===== src/hdl/blts_pkg.sv =====
// Package for the BASIC token scanner: item types, token codes and keyword lookup.
`default_nettype none
package blts_pkg;

  // One input item.
  typedef struct packed {
    logic [7:0] text_byte;
    logic       end_of_text;
  } in_t;

  // One result item.
  typedef struct packed {
    logic [5:0]  token_kind;
    logic [1:0]  error_code;
    logic [15:0] line;
    logic [31:0] start_offset;
    logic [15:0] lexeme_length;
    logic        bool_value;
    logic        last_of_text;
  } out_t;

  // Up to three results from one item.
  typedef struct packed {
    out_t [2:0] r;
    logic [1:0] n;
  } res_set_t;

  // Token kinds
  localparam logic [5:0] TK_LPAREN = 6'd0;
  localparam logic [5:0] TK_RPAREN = 6'd1;
  localparam logic [5:0] TK_COMMA  = 6'd2;
  localparam logic [5:0] TK_MINUS  = 6'd3;
  localparam logic [5:0] TK_PLUS   = 6'd4;
  localparam logic [5:0] TK_STAR   = 6'd5;
  localparam logic [5:0] TK_SLASH  = 6'd6;
  localparam logic [5:0] TK_ASSIGN = 6'd7;
  localparam logic [5:0] TK_EQEQ   = 6'd8;
  localparam logic [5:0] TK_LT     = 6'd9;
  localparam logic [5:0] TK_LE     = 6'd10;
  localparam logic [5:0] TK_NE     = 6'd11;
  localparam logic [5:0] TK_GT     = 6'd12;
  localparam logic [5:0] TK_GE     = 6'd13;
  localparam logic [5:0] TK_STRING = 6'd14;
  localparam logic [5:0] TK_NUMBER = 6'd15;
  localparam logic [5:0] TK_IDENT  = 6'd16;
  localparam logic [5:0] TK_BOOL   = 6'd17;
  localparam logic [5:0] TK_KW0    = 6'd18;
  localparam logic [5:0] TK_END    = 6'd35;

  // Error codes
  localparam logic [1:0] ERR_NONE  = 2'd0;
  localparam logic [1:0] ERR_CHAR  = 2'd1;
  localparam logic [1:0] ERR_STRNG = 2'd2;

  // Word table indexes
  localparam logic [4:0] KW_REM   = 5'd17;
  localparam logic [4:0] KW_TRUE  = 5'd18;
  localparam logic [4:0] KW_FALSE = 5'd19;
  localparam logic [4:0] KW_NONE  = 5'd31;
  localparam int         NUM_WORDS = 20;

  // Word text, left justified, first character in the top byte.
  function automatic logic [63:0] kw_text(input logic [4:0] i);
    logic [63:0] t;
    case (i)
      5'd0:    t = {"let", 40'd0};
      5'd1:    t = {"input", 24'd0};
      5'd2:    t = {"print", 24'd0};
      5'd3:    t = {"tonum", 24'd0};
      5'd4:    t = {"tostr", 24'd0};
      5'd5:    t = {"rnd", 40'd0};
      5'd6:    t = {"if", 48'd0};
      5'd7:    t = {"then", 32'd0};
      5'd8:    t = {"else", 32'd0};
      5'd9:    t = {"end", 40'd0};
      5'd10:   t = {"while", 24'd0};
      5'd11:   t = {"do", 48'd0};
      5'd12:   t = {"break", 24'd0};
      5'd13:   t = "continue";
      5'd14:   t = {"not", 40'd0};
      5'd15:   t = {"and", 40'd0};
      5'd16:   t = {"or", 48'd0};
      5'd17:   t = {"rem", 40'd0};
      5'd18:   t = {"true", 32'd0};
      5'd19:   t = {"false", 24'd0};
      default: t = '0;
    endcase
    return t;
  endfunction

  function automatic logic [3:0] kw_len(input logic [4:0] i);
    logic [3:0] n;
    case (i)
      5'd0, 5'd5, 5'd9, 5'd14, 5'd15, 5'd17: n = 4'd3;
      5'd6, 5'd11, 5'd16:                     n = 4'd2;
      5'd7, 5'd8, 5'd18:                      n = 4'd4;
      5'd13:                                  n = 4'd8;
      5'd1, 5'd2, 5'd3, 5'd4, 5'd10, 5'd12, 5'd19: n = 4'd5;
      default:                                n = 4'd0;
    endcase
    return n;
  endfunction

  // Parallel compare of a word against the table; KW_NONE if no match.
  function automatic logic [4:0] kw_lookup(input logic [63:0] w, input logic [3:0] n);
    logic [4:0]  idx;
    logic [63:0] mask;
    idx  = KW_NONE;
    mask = ~(64'hFFFF_FFFF_FFFF_FFFF >> {n, 3'd0});
    for (int i = NUM_WORDS - 1; i >= 0; i--) begin
      if (kw_len(5'(i)) == n && ((w ^ kw_text(5'(i))) & mask) == 64'd0) begin
        idx = 5'(i);
      end
    end
    return idx;
  endfunction

  // Append one result.
  function automatic res_set_t add(input res_set_t s, input out_t t);
    res_set_t o;
    o = s;
    o.r[s.n] = t;
    o.n = s.n + 2'd1;
    return o;
  endfunction

endpackage
`default_nettype wire


===== src/hdl/basic_lexer_token_scanner_unit.sv =====
// Top level of the BASIC token scanner: scan state, token building and result queue.
`default_nettype none
// Takes one text byte per cycle and gives tokens through a four-entry result
// queue. Each byte is handled in the cycle it is accepted; it may give up to three
// tokens, which leave one per cycle while out_stall_i is low, so the input stalls
// while more than one result is queued. For typical text the rate is one byte per
// cycle. An error result stops further results until the item marked end_of_text.
// The user must write first_line only while the block is idle; the block won't check.
module basic_lexer_token_scanner_unit #(
  parameter int KEYWORD_CHARS = 8,
  parameter int LENGTH_BITS   = 16,
  parameter int LINE_BITS     = 16,
  parameter int OFFSET_BITS   = 32
) (
  input  wire logic            clk_i,
  input  wire logic            rst_ni,
  input  wire logic            cfg_we_i,
  input  wire logic [15:0]     cfg_wdata_i,
  input  wire logic            in_valid_i,
  output      logic            in_stall_o,
  input  wire blts_pkg::in_t   in_item_i,
  output      logic            out_valid_o,
  input  wire logic            out_stall_i,
  output      blts_pkg::out_t  out_item_o
);

  localparam int WI = $clog2(KEYWORD_CHARS);

  // Scan modes
  localparam logic [3:0] M_IDLE    = 4'd0;
  localparam logic [3:0] M_IDENT   = 4'd1;
  localparam logic [3:0] M_NUMBER  = 4'd2;
  localparam logic [3:0] M_STRING  = 4'd3;
  localparam logic [3:0] M_COMMENT = 4'd4;
  localparam logic [3:0] M_EQ      = 4'd5;
  localparam logic [3:0] M_LT      = 4'd6;
  localparam logic [3:0] M_GT      = 4'd7;
  localparam logic [3:0] M_DRAIN   = 4'd8;

  logic [3:0]             mode_q, mode_d;
  logic [OFFSET_BITS-1:0] start_q, start_d;
  logic [LENGTH_BITS-1:0] len_q, len_d;
  logic [OFFSET_BITS-1:0] pos_q, pos_d;
  logic [LINE_BITS-1:0]   line_q, line_d;
  logic                   fresh_q, fresh_d;
  logic [15:0]            first_line_q;
  logic [7:0]             wbuf_q [KEYWORD_CHARS];
  logic                   wb_we;
  logic [WI-1:0]          wb_idx;
  logic [7:0]             wb_data;

  blts_pkg::out_t   fifo_q [4];
  logic [1:0]       wr_ptr_q, rd_ptr_q;
  logic [2:0]       cnt_q;
  logic             in_fire, pop;
  blts_pkg::res_set_t rs;

  assign in_stall_o  = cnt_q > 3'd1;
  assign in_fire     = in_valid_i && !in_stall_o;
  assign out_valid_o = cnt_q != 3'd0;
  assign pop         = out_valid_o && !out_stall_i;
  assign out_item_o  = fifo_q[rd_ptr_q];

  function automatic blts_pkg::out_t mk(input logic [5:0] kind, input logic [1:0] err,
      input logic [LINE_BITS-1:0] ln, input logic [OFFSET_BITS-1:0] st,
      input logic [LENGTH_BITS-1:0] lg, input logic bv, input logic last);
    blts_pkg::out_t t;
    t.token_kind    = kind;
    t.error_code    = err;
    t.line          = 16'(ln);
    t.start_offset  = 32'(st);
    t.lexeme_length = 16'(lg);
    t.bool_value    = bv;
    t.last_of_text  = last;
    return t;
  endfunction

  // Per-byte scan step
  always_comb begin
    logic [7:0]  b;
    logic        eot, is_dig, is_alp, go_idle, do_end, failed;
    logic [7:0]  lc;
    logic [63:0] w;
    logic [4:0]  idx;
    logic [5:0]  kind;
    logic [63:0] w_end;
    logic [4:0]  idx_end;
    logic [5:0]  kind_end;
    b       = in_item_i.text_byte;
    eot     = in_item_i.end_of_text;
    mode_d  = mode_q;
    start_d = start_q;
    len_d   = len_q;
    pos_d   = pos_q;
    line_d  = line_q;
    fresh_d = fresh_q;
    wb_we   = 1'b0;
    wb_idx  = len_q[WI-1:0];
    wb_data = '0;
    rs      = '0;
    go_idle = 1'b0;
    do_end  = 1'b0;
    failed  = 1'b0;
    is_dig  = b >= "0" && b <= "9";
    is_alp  = (b >= "a" && b <= "z") || (b >= "A" && b <= "Z") || b == "_";
    lc      = (b >= "A" && b <= "Z") ? b + 8'd32 : b;
    idx     = blts_pkg::KW_NONE;
    kind    = blts_pkg::TK_IDENT;
    w_end   = '0;
    idx_end = blts_pkg::KW_NONE;
    kind_end = blts_pkg::TK_IDENT;
    // keyword compare on the buffered word
    for (int j = 0; j < 8; j++) begin
      w[8*(7-j) +: 8] = wbuf_q[j];
    end
    if (len_q <= LENGTH_BITS'(KEYWORD_CHARS) && len_q <= LENGTH_BITS'(8)) begin
      idx = blts_pkg::kw_lookup(w, len_q[3:0]);
    end
    if (idx < blts_pkg::KW_REM) begin
      kind = blts_pkg::TK_KW0 + 6'(idx);
    end else if (idx == blts_pkg::KW_TRUE || idx == blts_pkg::KW_FALSE) begin
      kind = blts_pkg::TK_BOOL;
    end

    if (in_fire) begin
      if (mode_q == M_DRAIN) begin
        if (eot) begin
          mode_d = M_IDLE; start_d = '0; len_d = '0; pos_d = '0; fresh_d = 1'b1;
        end
      end else begin
        if (fresh_q) begin
          line_d  = LINE_BITS'(first_line_q);
          fresh_d = 1'b0;
        end
        if (b == 8'd0) begin
          do_end = 1'b1;
        end else begin
          // close or extend the pending token
          case (mode_q)
            M_IDENT: begin
              if (is_alp || is_dig) begin
                if (len_q < LENGTH_BITS'(KEYWORD_CHARS)) begin
                  wb_we = 1'b1; wb_data = lc;
                end
                if (len_d != '1) len_d = len_d + LENGTH_BITS'(1);
              end else if (idx == blts_pkg::KW_REM) begin
                mode_d = M_COMMENT;
                if (b == "\n") begin
                  if (line_d != '1) line_d = line_d + LINE_BITS'(1);
                  mode_d = M_IDLE;
                end
              end else begin
                rs = blts_pkg::add(rs, mk(kind, blts_pkg::ERR_NONE, line_d, start_q, len_q,
                                          idx == blts_pkg::KW_TRUE, 1'b0));
                mode_d  = M_IDLE;
                go_idle = 1'b1;
              end
            end
            M_NUMBER: begin
              if (is_dig || b == ".") begin
                if (len_d != '1) len_d = len_d + LENGTH_BITS'(1);
              end else begin
                rs = blts_pkg::add(rs, mk(blts_pkg::TK_NUMBER, blts_pkg::ERR_NONE, line_d,
                                          start_q, len_q, 1'b0, 1'b0));
                mode_d  = M_IDLE;
                go_idle = 1'b1;
              end
            end
            M_STRING: begin
              if (len_d != '1) len_d = len_d + LENGTH_BITS'(1);
              if (b == "\"") begin
                rs = blts_pkg::add(rs, mk(blts_pkg::TK_STRING, blts_pkg::ERR_NONE, line_d,
                                          start_q, len_d, 1'b0, 1'b0));
                mode_d = M_IDLE;
              end else if (b == "\n") begin
                if (line_d != '1) line_d = line_d + LINE_BITS'(1);
              end
            end
            M_COMMENT: begin
              if (b == "\n") begin
                if (line_d != '1) line_d = line_d + LINE_BITS'(1);
                mode_d = M_IDLE;
              end
            end
            M_EQ: begin
              mode_d = M_IDLE;
              if (b == "=") begin
                rs = blts_pkg::add(rs, mk(blts_pkg::TK_EQEQ, blts_pkg::ERR_NONE, line_d,
                                          start_q, LENGTH_BITS'(2), 1'b0, 1'b0));
              end else begin
                rs = blts_pkg::add(rs, mk(blts_pkg::TK_ASSIGN, blts_pkg::ERR_NONE, line_d,
                                          start_q, LENGTH_BITS'(1), 1'b0, 1'b0));
                go_idle = 1'b1;
              end
            end
            M_LT: begin
              mode_d = M_IDLE;
              if (b == "=") begin
                rs = blts_pkg::add(rs, mk(blts_pkg::TK_LE, blts_pkg::ERR_NONE, line_d,
                                          start_q, LENGTH_BITS'(2), 1'b0, 1'b0));
              end else if (b == ">") begin
                rs = blts_pkg::add(rs, mk(blts_pkg::TK_NE, blts_pkg::ERR_NONE, line_d,
                                          start_q, LENGTH_BITS'(2), 1'b0, 1'b0));
              end else begin
                rs = blts_pkg::add(rs, mk(blts_pkg::TK_LT, blts_pkg::ERR_NONE, line_d,
                                          start_q, LENGTH_BITS'(1), 1'b0, 1'b0));
                go_idle = 1'b1;
              end
            end
            M_GT: begin
              mode_d = M_IDLE;
              if (b == "=") begin
                rs = blts_pkg::add(rs, mk(blts_pkg::TK_GE, blts_pkg::ERR_NONE, line_d,
                                          start_q, LENGTH_BITS'(2), 1'b0, 1'b0));
              end else begin
                rs = blts_pkg::add(rs, mk(blts_pkg::TK_GT, blts_pkg::ERR_NONE, line_d,
                                          start_q, LENGTH_BITS'(1), 1'b0, 1'b0));
                go_idle = 1'b1;
              end
            end
            default: begin
              mode_d  = M_IDLE;
              go_idle = 1'b1;
            end
          endcase

          // start of a new token
          if (go_idle) begin
            case (b)
              "(": rs = blts_pkg::add(rs, mk(blts_pkg::TK_LPAREN, blts_pkg::ERR_NONE, line_d,
                                            pos_q, LENGTH_BITS'(1), 1'b0, 1'b0));
              ")": rs = blts_pkg::add(rs, mk(blts_pkg::TK_RPAREN, blts_pkg::ERR_NONE, line_d,
                                            pos_q, LENGTH_BITS'(1), 1'b0, 1'b0));
              ",": rs = blts_pkg::add(rs, mk(blts_pkg::TK_COMMA, blts_pkg::ERR_NONE, line_d,
                                            pos_q, LENGTH_BITS'(1), 1'b0, 1'b0));
              "-": rs = blts_pkg::add(rs, mk(blts_pkg::TK_MINUS, blts_pkg::ERR_NONE, line_d,
                                            pos_q, LENGTH_BITS'(1), 1'b0, 1'b0));
              "+": rs = blts_pkg::add(rs, mk(blts_pkg::TK_PLUS, blts_pkg::ERR_NONE, line_d,
                                            pos_q, LENGTH_BITS'(1), 1'b0, 1'b0));
              "*": rs = blts_pkg::add(rs, mk(blts_pkg::TK_STAR, blts_pkg::ERR_NONE, line_d,
                                            pos_q, LENGTH_BITS'(1), 1'b0, 1'b0));
              "/": rs = blts_pkg::add(rs, mk(blts_pkg::TK_SLASH, blts_pkg::ERR_NONE, line_d,
                                            pos_q, LENGTH_BITS'(1), 1'b0, 1'b0));
              "=": begin mode_d = M_EQ; start_d = pos_q; len_d = LENGTH_BITS'(1); end
              "<": begin mode_d = M_LT; start_d = pos_q; len_d = LENGTH_BITS'(1); end
              ">": begin mode_d = M_GT; start_d = pos_q; len_d = LENGTH_BITS'(1); end
              " ", 8'd13, 8'd9: ;
              "\n": if (line_d != '1) line_d = line_d + LINE_BITS'(1);
              "\"": begin mode_d = M_STRING; start_d = pos_q; len_d = LENGTH_BITS'(1); end
              default: begin
                if (is_dig) begin
                  mode_d = M_NUMBER; start_d = pos_q; len_d = LENGTH_BITS'(1);
                end else if (is_alp) begin
                  mode_d = M_IDENT; start_d = pos_q; len_d = LENGTH_BITS'(1);
                  wb_we = 1'b1; wb_idx = '0; wb_data = lc;
                end else begin
                  rs = blts_pkg::add(rs, mk(blts_pkg::TK_LPAREN, blts_pkg::ERR_CHAR, line_d,
                                            pos_q, LENGTH_BITS'(1), 1'b0, 1'b1));
                  mode_d = M_DRAIN;
                end
              end
            endcase
          end

          pos_d = pos_q + OFFSET_BITS'(1);
          if (mode_d == M_DRAIN) begin
            if (eot) begin
              mode_d = M_IDLE; start_d = '0; len_d = '0; pos_d = '0; fresh_d = 1'b1;
            end
          end else if (eot) begin
            do_end = 1'b1;
          end
        end

        // end of text or zero byte: flush the pending token, then the end token if no error
        if (do_end) begin
          case (mode_d)
            M_IDENT: begin
              // word as it stands after this byte
              for (int j = 0; j < 8; j++) begin
                w_end[8*(7-j) +: 8] = (wb_we && int'(wb_idx) == j) ? wb_data : wbuf_q[j];
              end
              if (len_d <= LENGTH_BITS'(KEYWORD_CHARS) && len_d <= LENGTH_BITS'(8)) begin
                idx_end = blts_pkg::kw_lookup(w_end, len_d[3:0]);
              end
              if (idx_end < blts_pkg::KW_REM) begin
                kind_end = blts_pkg::TK_KW0 + 6'(idx_end);
              end else if (idx_end == blts_pkg::KW_TRUE || idx_end == blts_pkg::KW_FALSE) begin
                kind_end = blts_pkg::TK_BOOL;
              end
              if (idx_end != blts_pkg::KW_REM) begin
                rs = blts_pkg::add(rs, mk(kind_end, blts_pkg::ERR_NONE, line_d, start_d,
                                          len_d, idx_end == blts_pkg::KW_TRUE, 1'b0));
              end
            end
            M_NUMBER: rs = blts_pkg::add(rs, mk(blts_pkg::TK_NUMBER, blts_pkg::ERR_NONE, line_d,
                                                start_d, len_d, 1'b0, 1'b0));
            M_EQ: rs = blts_pkg::add(rs, mk(blts_pkg::TK_ASSIGN, blts_pkg::ERR_NONE, line_d,
                                            start_d, LENGTH_BITS'(1), 1'b0, 1'b0));
            M_LT: rs = blts_pkg::add(rs, mk(blts_pkg::TK_LT, blts_pkg::ERR_NONE, line_d,
                                            start_d, LENGTH_BITS'(1), 1'b0, 1'b0));
            M_GT: rs = blts_pkg::add(rs, mk(blts_pkg::TK_GT, blts_pkg::ERR_NONE, line_d,
                                            start_d, LENGTH_BITS'(1), 1'b0, 1'b0));
            M_STRING: begin
              rs = blts_pkg::add(rs, mk(blts_pkg::TK_LPAREN, blts_pkg::ERR_STRNG, line_d,
                                        start_d, len_d, 1'b0, 1'b1));
              failed = 1'b1;
            end
            default: ;
          endcase
          if (!failed) begin
            rs = blts_pkg::add(rs, mk(blts_pkg::TK_END, blts_pkg::ERR_NONE, line_d, pos_d,
                                      '0, 1'b0, 1'b1));
          end
          if (eot) begin
            mode_d = M_IDLE; start_d = '0; len_d = '0; pos_d = '0; fresh_d = 1'b1;
          end else begin
            mode_d = M_DRAIN;
          end
        end
      end
    end
  end

  // Scan state
  always_ff @(posedge clk_i or negedge rst_ni) begin
    if (!rst_ni) begin
      mode_q       <= M_IDLE;
      start_q      <= '0;
      len_q        <= '0;
      pos_q        <= '0;
      line_q       <= LINE_BITS'(1);
      fresh_q      <= 1'b1;
      first_line_q <= 16'd1;
    end else begin
      mode_q  <= mode_d;
      start_q <= start_d;
      len_q   <= len_d;
      pos_q   <= pos_d;
      line_q  <= line_d;
      fresh_q <= fresh_d;
      if (cfg_we_i) first_line_q <= cfg_wdata_i;
    end
  end

  // Word buffer, lower-cased leading characters of an identifier
  always_ff @(posedge clk_i) begin
    if (wb_we) wbuf_q[wb_idx] <= wb_data;
  end

  // Result queue payload
  always_ff @(posedge clk_i) begin
    for (int k = 0; k < 3; k++) begin
      if (2'(k) < rs.n) fifo_q[wr_ptr_q + 2'(k)] <= rs.r[k];
    end
  end

  // Result queue pointers
  always_ff @(posedge clk_i or negedge rst_ni) begin
    if (!rst_ni) begin
      wr_ptr_q <= '0;
      rd_ptr_q <= '0;
      cnt_q    <= '0;
    end else begin
      wr_ptr_q <= wr_ptr_q + rs.n;
      rd_ptr_q <= rd_ptr_q + 2'(pop);
      cnt_q    <= cnt_q + 3'(rs.n) - 3'(pop);
    end
  end

  // Queue count tracks pushes and pops
  a_cnt_track: assert property (@(posedge clk_i) disable iff (!rst_ni)
    1'b1 |=> cnt_q == $past(cnt_q) + 3'($past(rs.n)) - 3'($past(pop)))
    else $error("result queue count mismatch");

  // Queue never overflows
  a_cnt_max: assert property (@(posedge clk_i) disable iff (!rst_ni) cnt_q <= 3'd4)
    else $error("result queue overflow");

  // Halted scanner gives no results
  a_drain_quiet: assert property (@(posedge clk_i) disable iff (!rst_ni)
    mode_q == M_DRAIN |-> rs.n == 2'd0)
    else $error("result while halted");

endmodule
`default_nettype wire

===== config.mk =====
export PLATFORM = sky130hd
export DESIGN_NAME = basic_lexer_token_scanner_unit
export DESIGN_NICKNAME = d
export VERILOG_FILES = /design/src/hdl/blts_pkg.sv /design/src/hdl/basic_lexer_token_scanner_unit.sv
export SDC_FILE = /design/constraint.sdc
export NUM_CORES = 2
export LEC_CHECK = 0
export BUFFER_PORTS_ARGS = -buffer_cell sky130_fd_sc_hd__buf_2
export CAP_MARGIN = 25
export CORE_ASPECT_RATIO = 0.6
export CORE_MARGIN = 3
export CORE_UTILIZATION = 40
export CTS_CLUSTER_DIAMETER = 60
export CTS_CLUSTER_SIZE = 24
export DETAILED_ROUTE_END_ITERATION = 7
export SYNTH_ARGS = -nofsm -noshare
export SYNTH_HDL_FRONTEND = slang
export SYNTH_SLANG_ARGS = --single-unit

===== constraint.sdc =====
create_clock -name clk_i -period 8.4 [get_ports clk_i]
set_clock_uncertainty 0.1 [all_clocks]
set_input_delay 1.68 -clock clk_i [delete_from_list [all_inputs] [get_ports clk_i]]
set_output_delay 1.68 -clock clk_i [all_outputs]
set_load 0.02 [all_outputs]

==> summary.md <==
| Metric | Value |
|---|---|
| Clock Pin Slew Worst Setup and Hold Paths | `0.09 ns` |
| Final Slew Violations | `0` |
| Logic gate share of total power | `0.682` |
| Hold endpoint | `line_q[0]` |
| Flops & latches, synth | `484` |
| # H-tree levels | `2` |
| Power share of the sequential group | `0.192` |
| TNS Setup | `0 ns` |
| Wirelength, routed | `223 mm` |
| Final hold violation count | `0` |
| Final count of negative-setup-slack endpoints | `0` |
| Num CTS Buffers | `38` |
| Final Core Density | `0.532` |
| Mean Syn Cell Area | `8.53 um2` |
| Die area | `0.0985 mm2` |
| Crit path largest cell delay | `0.83 ns` |
| Power Total | `16.7 mW` |
| Met1 Usage GRT | `0.680` |
| RePlAce Congestion | `1.14` |
| Commonest non-fill, non-tap cell in the layout | `buf_4` |
| Post-route minimum period | `8.33 ns` |
| CP Class | `flip-flop to flip-flop` |
| Nets | `5321` |
| Leakage | `18.7 nW` |
| Max_slew headroom | `0.278` |
| Die Y | `244 um` |
| Post-Syn Nets | `4500` |
| Post-DP HPWL | `177 mm` |
| Most used cell, CP | `buf_4` |
| First-pass GRT wire length | `309 mm` |
| Post-DP Area | `0.0477 mm2` |
| Number of synthesized flops with an enable pin | `360` |
| Grt ovf | `0` |
| Die W | `403 um` |
| Detailed Routing Iterations Pass 1 | `8` |
| PortBufs | `105` |
| Crit path max fanout | `7` |
| Met3 GRT Util | `0.310` |
| Yosys cell types | `110` |
| Worst IR Drop VDD | `0.000243 V` |
| CP max-delay cell | `a222oi_1` |
| Net Sw Power | `8.84 mW` |
| Failing checks | `design-rule violations` |
| Reg2Reg Depth | `34` |
| Clock power share | `0.126` |
| Fillers | `8695` |
| Critical Path RT | `8.66 ns` |
| Power Dens Cells | `338 mW/mm2` |
| Critical Path Start Type | `flip-flop` |
| Io pins | `106` |
| Clk_lat worst skew | `0.63 ns` |
| Flop-to-flop setup slack | `0.07 ns` |
| Placed insts | `6443` |
| Layout cells sized above 1 | `0.285` |
| Final Cell Area | `0.0494 mm2` |
| DR WL/cell | `34.2 um` |
| Status | `finished, violations left` |
| MaxCap Viol Count | `0` |
| Int Pwr | `7.90 mW` |
| Busiest grt layer | `met1` |
| Antenna-violating nets left | `0` |
| CTS sink count | `484` |
| Synth-to-Final Area Change | `30.5%` |
| Starting density of the core | `0.408` |
| YS warnings | `0` |
| FF-to-FF Start | `wbuf_q[6][2]` |
| Most frequent cells in the layout | `991 x buf_4, 477 x nand2_1, 459 x nor2_1` |
| Sequential-to-total area share from yosys stat | `0.367` |
| Synth Flop Type | `edfxtp_1` |
| FF-to-FF End | `fifo_q[0][37]` |
| # rows | `86` |
| Final period util | `0.991` |
| # DRC | `8` |
| Worst Setup End Kind | `flip-flop` |
| Vias per cell | `6.98` |
| Hold WS | `0.368 ns` |
| Hold Crit Class | `flip-flop to flip-flop` |
| Longest Clk Path Bufs | `3` |
| Non-Filler Instances | `6529` |
| Worst setup margin | `0.0721 ns` |
| Hold Path Depth | `2` |
| Async set-reset flop share out of synthesis | `0.256` |
| Critical Path AT | `8.59 ns` |
| Actual slew at the worst max-slew pin | `1.08 ns` |
| HP Start | `line_q[0]` |
| Largest net degree at the start of global routing | `69` |
| Post-Syn Area | `0.0379 mm2` |
| Core area | `0.0929 mm2` |
| Net Sw Frac | `0.528` |
| CTS tree | `yes` |
| GR Layer Usage met2 | `0.458` |
| Vias in the first global route | `39900` |
| Post-placement setup slack | `-0.534 ns` |
| 1st-iter DRT viols | `9044` |
| Max Fclk | `120 MHz` |
| Root cell of the clock tree | `clkbuf_16` |
| Vias | `45500` |
| Mapped Cells | `4441` |
| Initial antenna violation count | `12` |
| Gr usage total | `0.436` |
## worst max path at each step
stage,depth (start not counted),from,endpoint
global placement,29,in_item_i[3],fifo_q[1][10]
CTS,33,wbuf_q[6][0],fifo_q[0][37]
floorplan,31,in_item_i[6],fifo_q[1][31]
detailed placement,29,in_item_i[3],fifo_q[1][4]
finish,34,wbuf_q[6][2],fifo_q[0][37]
global route,39,len_q[1],fifo_q[0][37]
## area by class of cell
cell class	instances	area (um2)	area share
clock buffer	46	1010	0.0205
antenna	5	12.5	0.000253
timing repair buffer	1176	9530	0.193
tap	1232	1540	0.0312
clock inverter	24	370	0.00749
multi-input combinational	3518	22900	0.463
sequential	484	13900	0.282
inverter	44	165	0.00334
## flip-flops by register name, summed over array words and instances (netlist names)
name and count:
wr_ptr_q 2, fifo_q 296, start_q 32, wbuf_q 64, line_q 16, first_line_q 16, fresh_q 1, rd_ptr_q 2
pos_q 32, len_q 16, cnt_q 3, mode_q 4
## metal layers
layer  vias to the layer above  share of wire
li1                      18900              -
met1                     22200           0.45
met5                         -         0.0036
met2                      4111           0.31
met4                        12          0.014
met3                       322           0.22
## cell families after synthesis
family / synth area share
compound gates: 0.296
buf+inv: 0.0446
flops: 0.367
mux: 0.0669
simple gates: 0.201
fa+ha+maj: 0.0103
xor+xnor: 0.0139
## what timing repair did
action                     in CTS  in global routing
hold buffers                    0                  0
pin swaps                       1                 14
setup endpoints to repair      15                439
buffers inserted                0                  8
gates resized for setup         3                 59
## critical path: cells and delay by family, from the launching register on
| family | cells | cell delay [ns] |
|---|---|---|
| AOI/OAI and AO/OA | 12 | 2.64 |
| and+or+nand+nor | 10 | 2.80 |
| buffers and inverters | 11 | 1.90 |
| adders and majority gates | 1 | 0.19 |
| DFF | 1 | 0.41 |
## cells in the mapped netlist, types with 27 or more instances
| master | number | area [um2] |
|---|---|---|
| nand2_1 | 484 | 1820 |
| nor2_1 | 476 | 1790 |
| o21ai_0 | 376 | 1880 |
| edfxtp_1 | 360 | 10800 |
| clkbuf_1 | 337 | 1260 |
| a21oi_1 | 303 | 1520 |
| o22ai_1 | 173 | 1080 |
| dfrtp_1 | 121 | 3030 |
| nor3_1 | 121 | 606 |
| nand3_1 | 114 | 571 |
| a22o_1 | 105 | 920 |
| a22oi_1 | 93 | 698 |
| a31oi_1 | 74 | 463 |
| mux4_2 | 74 | 1670 |
| o31ai_1 | 74 | 556 |
| nor4_1 | 68 | 425 |
| mux2i_1 | 54 | 541 |
| o211ai_1 | 51 | 383 |
| nand4_1 | 46 | 288 |
| and3_1 | 45 | 282 |
| a211oi_1 | 43 | 323 |
| inv_1 | 41 | 154 |
| xnor2_1 | 36 | 315 |
| a221oi_1 | 31 | 272 |
| o221ai_1 | 30 | 263 |
| buf_1 | 29 | 109 |
| mux2_2 | 29 | 327 |
| buf_2 | 28 | 140 |
| ha_1 | 28 | 350 |
| nor2b_1 | 28 | 175 |
| or3_1 | 28 | 175 |
| and2_1 | 27 | 169 |
## power groups by stage
stage               clock (mW)  combinational (mW)  sequential, mW
global route              2.20                11.6            3.25
detailed placement           0                10.5            3.26
finish                    2.11                11.4            3.21
CTS                       2.12                10.6            3.21
floorplan                    0                5.05            3.06
global placement             0                10.6            3.24
Power figures use the tool's default switching activity.
